===== src/crcab_pkg.sv =====
// crcab_pkg: shared types, register indexes and crc step functions
package crcab_pkg;

  localparam int unsigned CrcWidth  = 16;
  localparam int unsigned RegWidth  = 24;
  localparam int unsigned ByteWidth = 8;
  localparam int unsigned CfgIdxWidth = 2;

  localparam logic [CfgIdxWidth-1:0] CFG_POLYNOMIAL     = 2'd0;
  localparam logic [CfgIdxWidth-1:0] CFG_INITIAL_VALUE  = 2'd1;
  localparam logic [CfgIdxWidth-1:0] CFG_REFLECT_INPUT  = 2'd2;
  localparam logic [CfgIdxWidth-1:0] CFG_REFLECT_OUTPUT = 2'd3;

  localparam logic [CrcWidth-1:0] POLY_RESET = 16'h1021;
  localparam logic [CrcWidth-1:0] INIT_RESET = 16'h0000;

  // closed message handed from the byte stage to the tail stages
  typedef struct packed {
    logic                vld;
    logic [RegWidth-1:0] sreg;
  } crcab_item_t;

  // eight shift and conditional xor steps of the augmented register
  function automatic logic [RegWidth-1:0] shift8(input logic [RegWidth-1:0] r,
                                                 input logic [CrcWidth-1:0] poly);
    logic [RegWidth:0] t;
    t = {1'b0, r};
    for (int i = 0; i < ByteWidth; i++) begin
      t = {t[RegWidth-1:0], 1'b0};
      if (t[RegWidth]) begin
        t = t ^ {1'b1, poly, 8'h00};
      end
    end
    return t[RegWidth-1:0];
  endfunction

  function automatic logic [ByteWidth-1:0] flip8(input logic [ByteWidth-1:0] v);
    logic [ByteWidth-1:0] o;
    for (int i = 0; i < ByteWidth; i++) begin
      o[i] = v[ByteWidth-1-i];
    end
    return o;
  endfunction

  function automatic logic [CrcWidth-1:0] flip16(input logic [CrcWidth-1:0] v);
    logic [CrcWidth-1:0] o;
    for (int i = 0; i < CrcWidth; i++) begin
      o[i] = v[CrcWidth-1-i];
    end
    return o;
  endfunction

endpackage


===== src/crcab_front.sv =====
// crcab_front: input word register, message state and per-byte crc update
module crcab_front import crcab_pkg::*; (
  input  logic                 clk,
  input  logic                 rst,
  input  logic                 in_valid,
  output logic                 in_stall,
  input  logic [ByteWidth-1:0] data_byte,
  input  logic                 byte_valid,
  input  logic                 end_of_message,
  input  logic [CrcWidth-1:0]  polynomial,
  input  logic [CrcWidth-1:0]  initial_value,
  input  logic                 reflect_input,
  input  logic                 tail_ready,
  output crcab_item_t          item
);

  logic                 s0_valid;
  logic                 s0_valid_next;
  logic [ByteWidth-1:0] s0_byte;
  logic                 s0_bv;
  logic                 s0_eom;
  logic [RegWidth-1:0]  sreg;
  logic                 msg_open;

  logic                 accept;
  logic                 consume;
  logic                 active;
  logic [ByteWidth-1:0] byte_in;
  logic [RegWidth-1:0]  base;
  logic [RegWidth-1:0]  after;

  // a word without end of message never waits on the tail
  assign consume  = s0_valid && (!s0_eom || tail_ready);
  assign in_stall = s0_valid && !consume;
  assign accept   = in_valid && !in_stall;
  assign active   = s0_bv || s0_eom;

  assign byte_in = reflect_input ? flip8(s0_byte) : s0_byte;
  assign base    = msg_open ? sreg : {initial_value, 8'h00};
  assign after   = s0_bv ? shift8(base | {16'h0000, byte_in}, polynomial) : base;

  assign item.vld  = consume && s0_eom;
  assign item.sreg = after;

  always_comb begin
    s0_valid_next = s0_valid;
    if (accept) begin
      s0_valid_next = 1'b1;
    end else if (consume) begin
      s0_valid_next = 1'b0;
    end
  end

  always_ff @(posedge clk) begin
    if (rst) begin
      s0_valid <= 1'b0;
      sreg     <= '0;
      msg_open <= 1'b0;
    end else begin
      s0_valid <= s0_valid_next;
      if (consume && active) begin
        sreg     <= after;
        msg_open <= !s0_eom;
      end
    end
  end

  always_ff @(posedge clk) begin
    if (accept) begin
      s0_byte <= data_byte;
      s0_bv   <= byte_valid;
      s0_eom  <= end_of_message;
    end
  end

endmodule


===== src/crcab_tail.sv =====
// crcab_tail: two zero-byte stages and the result register with output reflection
module crcab_tail import crcab_pkg::*; (
  input  logic                clk,
  input  logic                rst,
  input  crcab_item_t         item,
  output logic                tail_ready,
  input  logic [CrcWidth-1:0] polynomial,
  input  logic                reflect_output,
  output logic                out_valid,
  input  logic                out_stall,
  output logic [CrcWidth-1:0] crc_value
);

  logic                s1_valid;
  logic [RegWidth-1:0] s1_reg;
  logic                s2_valid;
  logic [RegWidth-1:0] s2_reg;

  logic                out_ready;
  logic                s2_ready;
  logic                s1_move;
  logic                s2_move;
  logic [RegWidth-1:0] fin;
  logic [CrcWidth-1:0] crc_raw;
  logic [CrcWidth-1:0] crc_next;

  assign out_ready  = !out_valid || !out_stall;
  assign s2_ready   = !s2_valid || out_ready;
  assign tail_ready = !s1_valid || s2_ready;
  assign s1_move    = s1_valid && s2_ready;
  assign s2_move    = s2_valid && out_ready;

  assign fin      = shift8(s2_reg, polynomial);
  assign crc_raw  = fin[RegWidth-1:ByteWidth];
  assign crc_next = reflect_output ? flip16(crc_raw) : crc_raw;

  always_ff @(posedge clk) begin
    if (rst) begin
      s1_valid  <= 1'b0;
      s2_valid  <= 1'b0;
      out_valid <= 1'b0;
    end else begin
      if (item.vld) begin
        s1_valid <= 1'b1;
      end else if (s1_move) begin
        s1_valid <= 1'b0;
      end
      if (s1_move) begin
        s2_valid <= 1'b1;
      end else if (s2_move) begin
        s2_valid <= 1'b0;
      end
      if (out_ready) begin
        out_valid <= s2_move;
      end
    end
  end

  always_ff @(posedge clk) begin
    if (item.vld) begin
      s1_reg <= item.sreg;
    end
    if (s1_move) begin
      s2_reg <= shift8(s1_reg, polynomial);
    end
    if (s2_move) begin
      crc_value <= crc_next;
    end
  end

endmodule


===== src/crc16_augmented_bytewise_top.sv =====
// crc16_augmented_bytewise_top: configurable 16-bit augmented crc, one byte per cycle while in_stall is low
//
//   channel   handshake              payload
//   in        in_valid / in_stall    data_byte, byte_valid, end_of_message
//   out       out_valid / out_stall  crc_value
//   cfg       cfg_valid / cfg_ready  cfg_index, cfg_data
//
// one input word per cycle while in_stall is low; the eight-step shift/xor per byte sets the loop
// the crc word of a closed message shows on out once the closing word has passed
// the input register, the two zero-byte stages and the result register
// synchronous reset clears the message state and all stage valids
// a stalled result backs up the tail stages before in_stall rises
module crc16_augmented_bytewise_top import crcab_pkg::*; (
  input  logic                   clk,
  input  logic                   rst,
  input  logic                   in_valid,
  output logic                   in_stall,
  input  logic [ByteWidth-1:0]   data_byte,
  input  logic                   byte_valid,
  input  logic                   end_of_message,
  output logic                   out_valid,
  input  logic                   out_stall,
  output logic [CrcWidth-1:0]    crc_value,
  input  logic                   cfg_valid,
  output logic                   cfg_ready,
  input  logic [CfgIdxWidth-1:0] cfg_index,
  input  logic [CrcWidth-1:0]    cfg_data
);

  logic [CrcWidth-1:0] polynomial;
  logic [CrcWidth-1:0] initial_value;
  logic                reflect_input;
  logic                reflect_output;
  logic                tail_ready;
  crcab_item_t         item;

  assign cfg_ready = 1'b1;

  always_ff @(posedge clk) begin
    if (rst) begin
      polynomial     <= POLY_RESET;
      initial_value  <= INIT_RESET;
      reflect_input  <= 1'b0;
      reflect_output <= 1'b0;
    end else if (cfg_valid && cfg_ready) begin
      case (cfg_index)
        CFG_POLYNOMIAL:     polynomial     <= cfg_data;
        CFG_INITIAL_VALUE:  initial_value  <= cfg_data;
        CFG_REFLECT_INPUT:  reflect_input  <= cfg_data[0];
        CFG_REFLECT_OUTPUT: reflect_output <= cfg_data[0];
        default: ;
      endcase
    end
  end

  crcab_front u_front (
    .clk            (clk),
    .rst            (rst),
    .in_valid       (in_valid),
    .in_stall       (in_stall),
    .data_byte      (data_byte),
    .byte_valid     (byte_valid),
    .end_of_message (end_of_message),
    .polynomial     (polynomial),
    .initial_value  (initial_value),
    .reflect_input  (reflect_input),
    .tail_ready     (tail_ready),
    .item           (item)
  );

  crcab_tail u_tail (
    .clk            (clk),
    .rst            (rst),
    .item           (item),
    .tail_ready     (tail_ready),
    .polynomial     (polynomial),
    .reflect_output (reflect_output),
    .out_valid      (out_valid),
    .out_stall      (out_stall),
    .crc_value      (crc_value)
  );

  // tail can only be full when a result word is held back
  a_tail_full_needs_stall: assert property (@(posedge clk) disable iff (rst)
    !tail_ready |-> (out_valid && out_stall))
    else $error("tail full without a stalled result");

  // input backs up only behind a full tail
  a_in_stall_needs_tail: assert property (@(posedge clk) disable iff (rst)
    in_stall |-> !tail_ready)
    else $error("input stalled while tail has room");

  // a closed message is handed over only when the tail has room
  a_item_has_room: assert property (@(posedge clk) disable iff (rst)
    item.vld |-> tail_ready)
    else $error("closed message dropped at tail");

  a_reset_clears_out: assert property (@(posedge clk)
    rst |=> !out_valid)
    else $error("result valid after reset");

endmodule

===== config.mk =====
export PLATFORM = sky130hd
export DESIGN_NAME = crc16_augmented_bytewise_top
export DESIGN_NICKNAME = d
export VERILOG_FILES = /design/src/crcab_pkg.sv /design/src/crcab_front.sv /design/src/crcab_tail.sv /design/src/crc16_augmented_bytewise_top.sv
export SDC_FILE = /design/constraint.sdc
export NUM_CORES = 1
export LEC_CHECK = 0
export BUFFER_PORTS_ARGS = -buffer_cell sky130_fd_sc_hd__buf_2
export CORE_UTILIZATION = 41
export DETAILED_ROUTE_END_ITERATION = 10
export HOLD_SLACK_MARGIN = 0.12
export PLACE_DENSITY_LB_ADDON = 0.3
export SLEW_MARGIN = 10
export SYNTH_ARGS = -nofsm -noshare
export SYNTH_HDL_FRONTEND = slang
export SYNTH_SLANG_ARGS = --single-unit

===== constraint.sdc =====
create_clock -name clk -period 5.4 [get_ports clk]
set_input_delay 0.27 -clock clk [delete_from_list [all_inputs] [get_ports clk]]
set_output_delay 0.27 -clock clk [all_outputs]
set_load 0.1 [all_outputs]

; After elaboration in Yosys (flattened, before gate mapping)
; Index checks and enable logic that the tools add are counted.
[totals]
ff_bits = 137
latchBits = 0
ramBits = 0
rom_bits = 0
in_bits = 33
output_inout_bits = 19
elab_cells = 113
memories = 0
[op_classes]
n_addsub = 0
multipliers = 0
div = 0
magnitude_cmp = 0
n_eq_ne = 3
shifts = 0
muxes = 41
n_bitwise = 25
reduce_logical = 27
[ops]
columns = cell, n
row1 = $mux 24, 33
row2 = $xor 24x24->24, 24
row3 = $or 24x8->24, 1
row4 = $mux 16, 1
row5 = $mux 8, 1
row6 = $reduce_and 2->1, 4
row7 = $logic_and 1x1->1, 7
row8 = $logic_not 1->1, 7
row9 = $mux 1, 6
row10 = $reduce_bool 2->1, 3
row11 = $logic_or 1x1->1, 5
row12 = $eq 2x2->1 const B, 2
row13 = $eq 2x1->1 const B, 1
row14 = $logic_not 2->1, 1

; Logic depth before layout (Yosys ltp)
[logic_depth]
depth_word = 25
ltp_mapped = 19
depth_no_buf = 14

; Modules after synthesis
; Synthesis repeated with hierarchy kept, for this count alone.
[hier_totals]
cells_unflattened = 1756
hier_area_um2 = 13715.7
[modules_own_cells]
columns = mod, n_inst, cells_each, area_per_inst_um2, seq_area_each_um2
row1 = crcab_tail, 1, 845, 6981.7, 1741.7
row2 = crcab_front, 1, 774, 5300.1, 820.8
row3 = crc16_augmented_bytewise_top, 1, 137, 1433.9, 680.7

; Least setup slack after synthesis
; OpenSTA, ideal clock, no wires.
[synth_path]
kind = reg2reg
from = reg polynomial[15]
to = reg u_tail.s2_reg[17], data pin
setup_time_ps = 258
t_arrival_ps = 3864
required_time_ps = 5142
slack_ps = 1278
stages_incl_launch_ff = 19
n_path_buf = 5
period_less_slack_ps = 4122
path_cell_list = dfxtp_1 buf_6 buf_6 clkbuf_1 mux2i_1 nor2_1 or3_1 clkbuf_1 a32oi_1 nand3_1 xnor2_2 nand2_1 xnor2_1 o21ai_1 a32oi_1 xnor2_1 clkbuf_1 nand2_1 xnor2_1
[synth_via]
elab_chain_len = 22
elab_cells_between_ends = 23
classes_between = mux: 15 / bitwise: 8
[synth_lines]
columns = element, line
row1 = "start, declared", crc16_augmented_bytewise_top.sv:30  ; logic [CrcWidth-1:0] polynomial;
row2 = "start signal, assigned", crc16_augmented_bytewise_top.sv:47  ; CFG_POLYNOMIAL: polynomial <= cfg_data;
row3 = $xor 24x24->24, crcab_pkg.sv:31  ; t = t ^ {1'b1, poly, 8'h00};
row4 = $mux 24, crcab_pkg.sv:30  ; if (t[RegWidth]) begin
row5 = $mux 24, crcab_tail.sv:63  ; if (s1_move) begin
row6 = $mux 24, crcab_pkg.sv:30
row7 = $mux 24, crcab_tail.sv:63
row8 = $xor 24x24->24, crcab_pkg.sv:31
row9 = $mux 24, crcab_pkg.sv:30
row10 = $mux 24, crcab_tail.sv:63
row11 = (+6 left out), --
row12 = $xor 24x24->24, crcab_pkg.sv:31
row13 = $mux 24, crcab_pkg.sv:30
row14 = $mux 24, crcab_tail.sv:63
row15 = $xor 24x24->24, crcab_pkg.sv:31
row16 = $mux 24 (*), crcab_pkg.sv:30
row17 = $mux 24 (*), crcab_tail.sv:63
row18 = $xor 24x24->24, crcab_pkg.sv:31
row19 = $mux 24 (*), crcab_pkg.sv:30
row20 = "end signal, assigned", crcab_tail.sv:64  ; s2_reg <= shift8(s1_reg, polynomial);
row21 = "end, declared", crcab_tail.sv:17  ; logic [RegWidth-1:0] s2_reg;
; Every way passes the cells marked *; elsewhere a longest branch is shown, timed or not. The select of a mux whose other input is x is not followed.
; A chain may end at the register's enable or synchronous reset.

==> impl_metrics.py <==
metrics = {
    "status": {
        "status": "finished, final reports clean",
    },
    "min_path": {
        "hp-class": "in -> reg",
        "hold_path_end": "reflect_output",
        "hold_path.startpoint": "cfg_index[1]",
        "whs_path_depth": 4,
    },
    "power": {
        "p_per_area_mw_per_mm2": 256.6,
        "p_leak_nw": 4.717,
        "p_sw_frac": 0.3574,
        "combPwrFrac": 0.348,
        "p_switching_w": 0.001277,
        "seqPwrFrac": 0.321,
        "ir_drop_v": 0.0001512,
        "clockPowerShare": 0.331,
        "power.total_w": 0.003573,
        "intPower_w": 0.002296,
    },
    "detailed_routing": {
        "highest_layer": "met4",
        "dr.pass1.iters": 6,
        "drcViolationCount": 0,
        "route.met3.wl_mm": 2.817,
        "met1_length_mm": 17.08,
        "num_vias": 11650,
        "avgRoutedWirePerCell_microns": 18.66,
        "drt_iter0_markers": 1255,
        "wl_met2_mm": 17.12,
        "antenna_left": 0,
        "wl_mm": 38.26,
        "vias_per_cell": 5.681,
    },
    "layout": {
        "fin_area_sq_mm": 0.01392,
        "antennaDiodeCount": 0,
        "fillers": 2938,
        "area_delta_synth_final_pct": 11.74,
        "drive_above_1_share": 0.1187,
        "fin_nets": 1680,
        "finalNonFillerCells": 2050,
    },
    "placed_design": {
        "place_hpwl_mm": 27.33,
        "gp_congestion": 0.9465,
        "port_buffers": 50,
        "post-place-cells": 1990,
        "placed_area_sq_mm": 0.01305,
    },
    "timing": {
        "fin_crit_sh": 0.9327,
        "fmax_ghz": 0.1985,
        "grt_setup_unrepaired": "false",
        "slew_headroom": 0.2614,
        "setup_viol": 0,
        "setup_tns_ps": 0,
        "slew_violations": 0,
        "fin_crit_ps": 5037,
        "timing.hold.ws_ps": 232.5,
        "max_slew.worst_pin.slew_ps": 1100,
        "finClkSkew_ps": 17.54,
        "hold_violations": 0,
    },
    "synth": {
        "synth_cell_types": 93,
        "synth_top_area_cell": "xnor2_1",
        "syn_area_sq_mm": 0.01246,
        "synth_warnings": 0,
        "synthCells": 1634,
        "synth_area_leaders": "xnor2_1 (17%), edfxtp_1 (16%), nand2_1 (11%)",
        "ys.flop_type": "edfxtp_1",
        "synth.top_cell.area_share": 0.1694,
        "postSynthNetCount": 1667,
        "synth_edf_count": 66,
        "ys_ff_latch": 129,
        "async_reset_ff_frac": 0,
        "ys_seq_area_frac": 0.2602,
        "syn_area_per_cell_sq_um": 7.627,
    },
    "clock_network": {
        "numCtsBuffers": 17,
        "cts_tree": "yes",
        "htreeDepth": 4,
        "cts_sinks": 129,
        "clockBufferDepth": 2,
        "cts_root_buf": "clkbuf_16",
        "clkTransAtPathRegs_ps": 70,
        "insertion_delay_ps": 430,
    },
    "grt": {
        "grt_max_degree": 60,
        "grt_pass1_vias": 10560,
        "antenna_found_initial": 1,
        "grt-ovfl-total": 0,
        "grt_pass1_wl_mm": 60.42,
        "grt.total_usage": 0.2488,
    },
    "setup_path": {
        "cp_max_fo": 31,
        "reg2reg_setup_slack_ps": 360,
        "worstRegToRegCells": 15,
        "timing.rr.end": "u_tail.s1_reg[11]",
        "critPathKind": "reg -> reg",
        "worstPathArrival_ps": 5200,
        "cp.required_ps": 5570,
        "timing.rr.start": "polynomial[15]",
        "cp-start-kind": "register",
        "crit_path_end_kind": "register",
    },
    "floorplanning": {
        "die_width_microns": 176.3,
        "start_util": 0.4182,
        "core_sq_mm": 0.02980,
        "dieArea_sq_mm": 0.03110,
        "rows": 63,
        "die_h_microns": 176.3,
        "io_pins": 52,
    },
    "job": {
        "max_cap_viol_count": 0,
    },
}
cells by family after synthesis:
kind of cell | count (synthesis) | share of synthesized area
compound gates | 408 | 0.2180
xor+xnor | 294 | 0.2241
buf+inv | 164 | 0.05572
flops | 129 | 0.2602
mux | 31 | 0.02630
other cells | 1 | 0.0003009
simple gates | 607 | 0.2154
worst max-delay path, stage by stage, from the launching register on:
cell and delay (ps):
dfxtp_2 510, buf_4 380, nor2_1 160, a22oi_1 340
a31oi_1 190, nor2_1 610, nor3_1 170, nor4_2 240
buf_4 190, or3_1 440, a211oi_1 150, a2111oi_0 700
buf_4 230, xnor2_1 150, xnor2_1 190, a21oi_1 110
power by group through the flow:
stage / Combinational [W] / Clock [W] / Sequential (W)
floorplan: 0.000943 / 0 / 0.00116
global placement: 0.00120 / 0 / 0.00117
detailed placement: 0.00121 / 0 / 0.00117
CTS: 0.00123 / 0.00120 / 0.00115
global route: 0.00135 / 0.00124 / 0.00115
finish: 0.00124 / 0.00118 / 0.00115
area by class of cell:
type	instances	area (sq um)	area share
Clock buffer	19	454.2	0.03262
Sequential cell	129	3246	0.2331
Timing Repair Buffer	141	1003	0.07206
Clock inverter	13	136.4	0.009794
Inverter	17	63.81	0.004583
Multi-Input combinational cell	1341	8533	0.6128
Tap cell	390	488.0	0.03504
routing by layer:
layer,up-vias,global-route usage
li1,5702,-
met1,5395,0.3413
met5,-,0
met2,484,0.3914
met3,65,0.03790
met4,0,0.09662
synthesized netlist by cell type, types with 8 or more instances:
cell type  instances
dfxtp_1           63
o21ai_1           16
a31oi_1           14
mux2_2            14
a21oi_1           91
buf_2              8
mux2i_1           17
nand3_1           31
nor3_1            14
nand2_1          379
xor2_1            36
nor2_1            74
a311oi_1           8
nor3b_1           11
and2_1            28
inv_1             14
xnor3_1            9
clkbuf_1         102
a211oi_1          23
edfxtp_1          66
o22ai_1           13
buf_1             25
o21a_1             9
a32oi_1           36
nor2b_1           15
o211ai_1           9
xnor2_1          241
or3_1              8
o21ai_0          106
worst max path at each step:
stage,startpoint,endpoint,slack (ps),cells after the start
2_1_floorplan,polynomial[15],u_tail.s2_reg[17],1280,18
3_3_place_gp,polynomial[15],u_tail.crc_value[8],340,15
3_5_place_dp,polynomial[15],u_tail.crc_value[8],350,15
4_1_cts,polynomial[15],u_tail.crc_value[8],320,15
5_1_grt,polynomial[15],u_tail.crc_value[5],40,15
6_report,polynomial[15],u_tail.s1_reg[11],360,15
what timing repair did:
item                                   CTS  global route
setup buffers                            0             0
hold buffers                            28             0
endpoints found under the hold margin   42             0
setup endpoints to repair                0             7
resized for setup                        0             3
stage by stage:
step | util | worst slack (ps)
floorplan | - | 1278
global placement | 0.4381 | 342.5
detailed placement | 0.4381 | 352.5
CTS | 0.4673 | 319.1
global route | 0.4673 | 44.01
finish | 0.4673 | 363.3
cell usage in the layout, fill, tap and decap left out, types with 9 or more instances in the layout:
master | Yosys | final
dlygate4sd3_1 | 0 | 28
inv_1 | 14 | 14
nor3_1 | 14 | 14
mux2i_1 | 17 | 17
xor2_1 | 36 | 36
nor2_1 | 74 | 73
o21ai_1 | 16 | 17
dfxtp_1 | 63 | 61
a32oi_1 | 36 | 36
buf_2 | 8 | 50
and2_1 | 28 | 28
a31oi_1 | 14 | 14
xnor2_1 | 241 | 241
nor2b_1 | 15 | 15
nand3_1 | 31 | 31
nand2_1 | 379 | 379
edfxtp_1 | 66 | 66
clkbuf_16 | 0 | 18
a21oi_1 | 91 | 91
buf_4 | 4 | 63
o21ai_0 | 106 | 105
o211ai_1 | 9 | 9
xnor3_1 | 9 | 9
mux2_2 | 14 | 14
nor3b_1 | 11 | 10
o22ai_1 | 13 | 13
a211oi_1 | 23 | 23
Note: power is estimated with default switching activity, not from simulation.
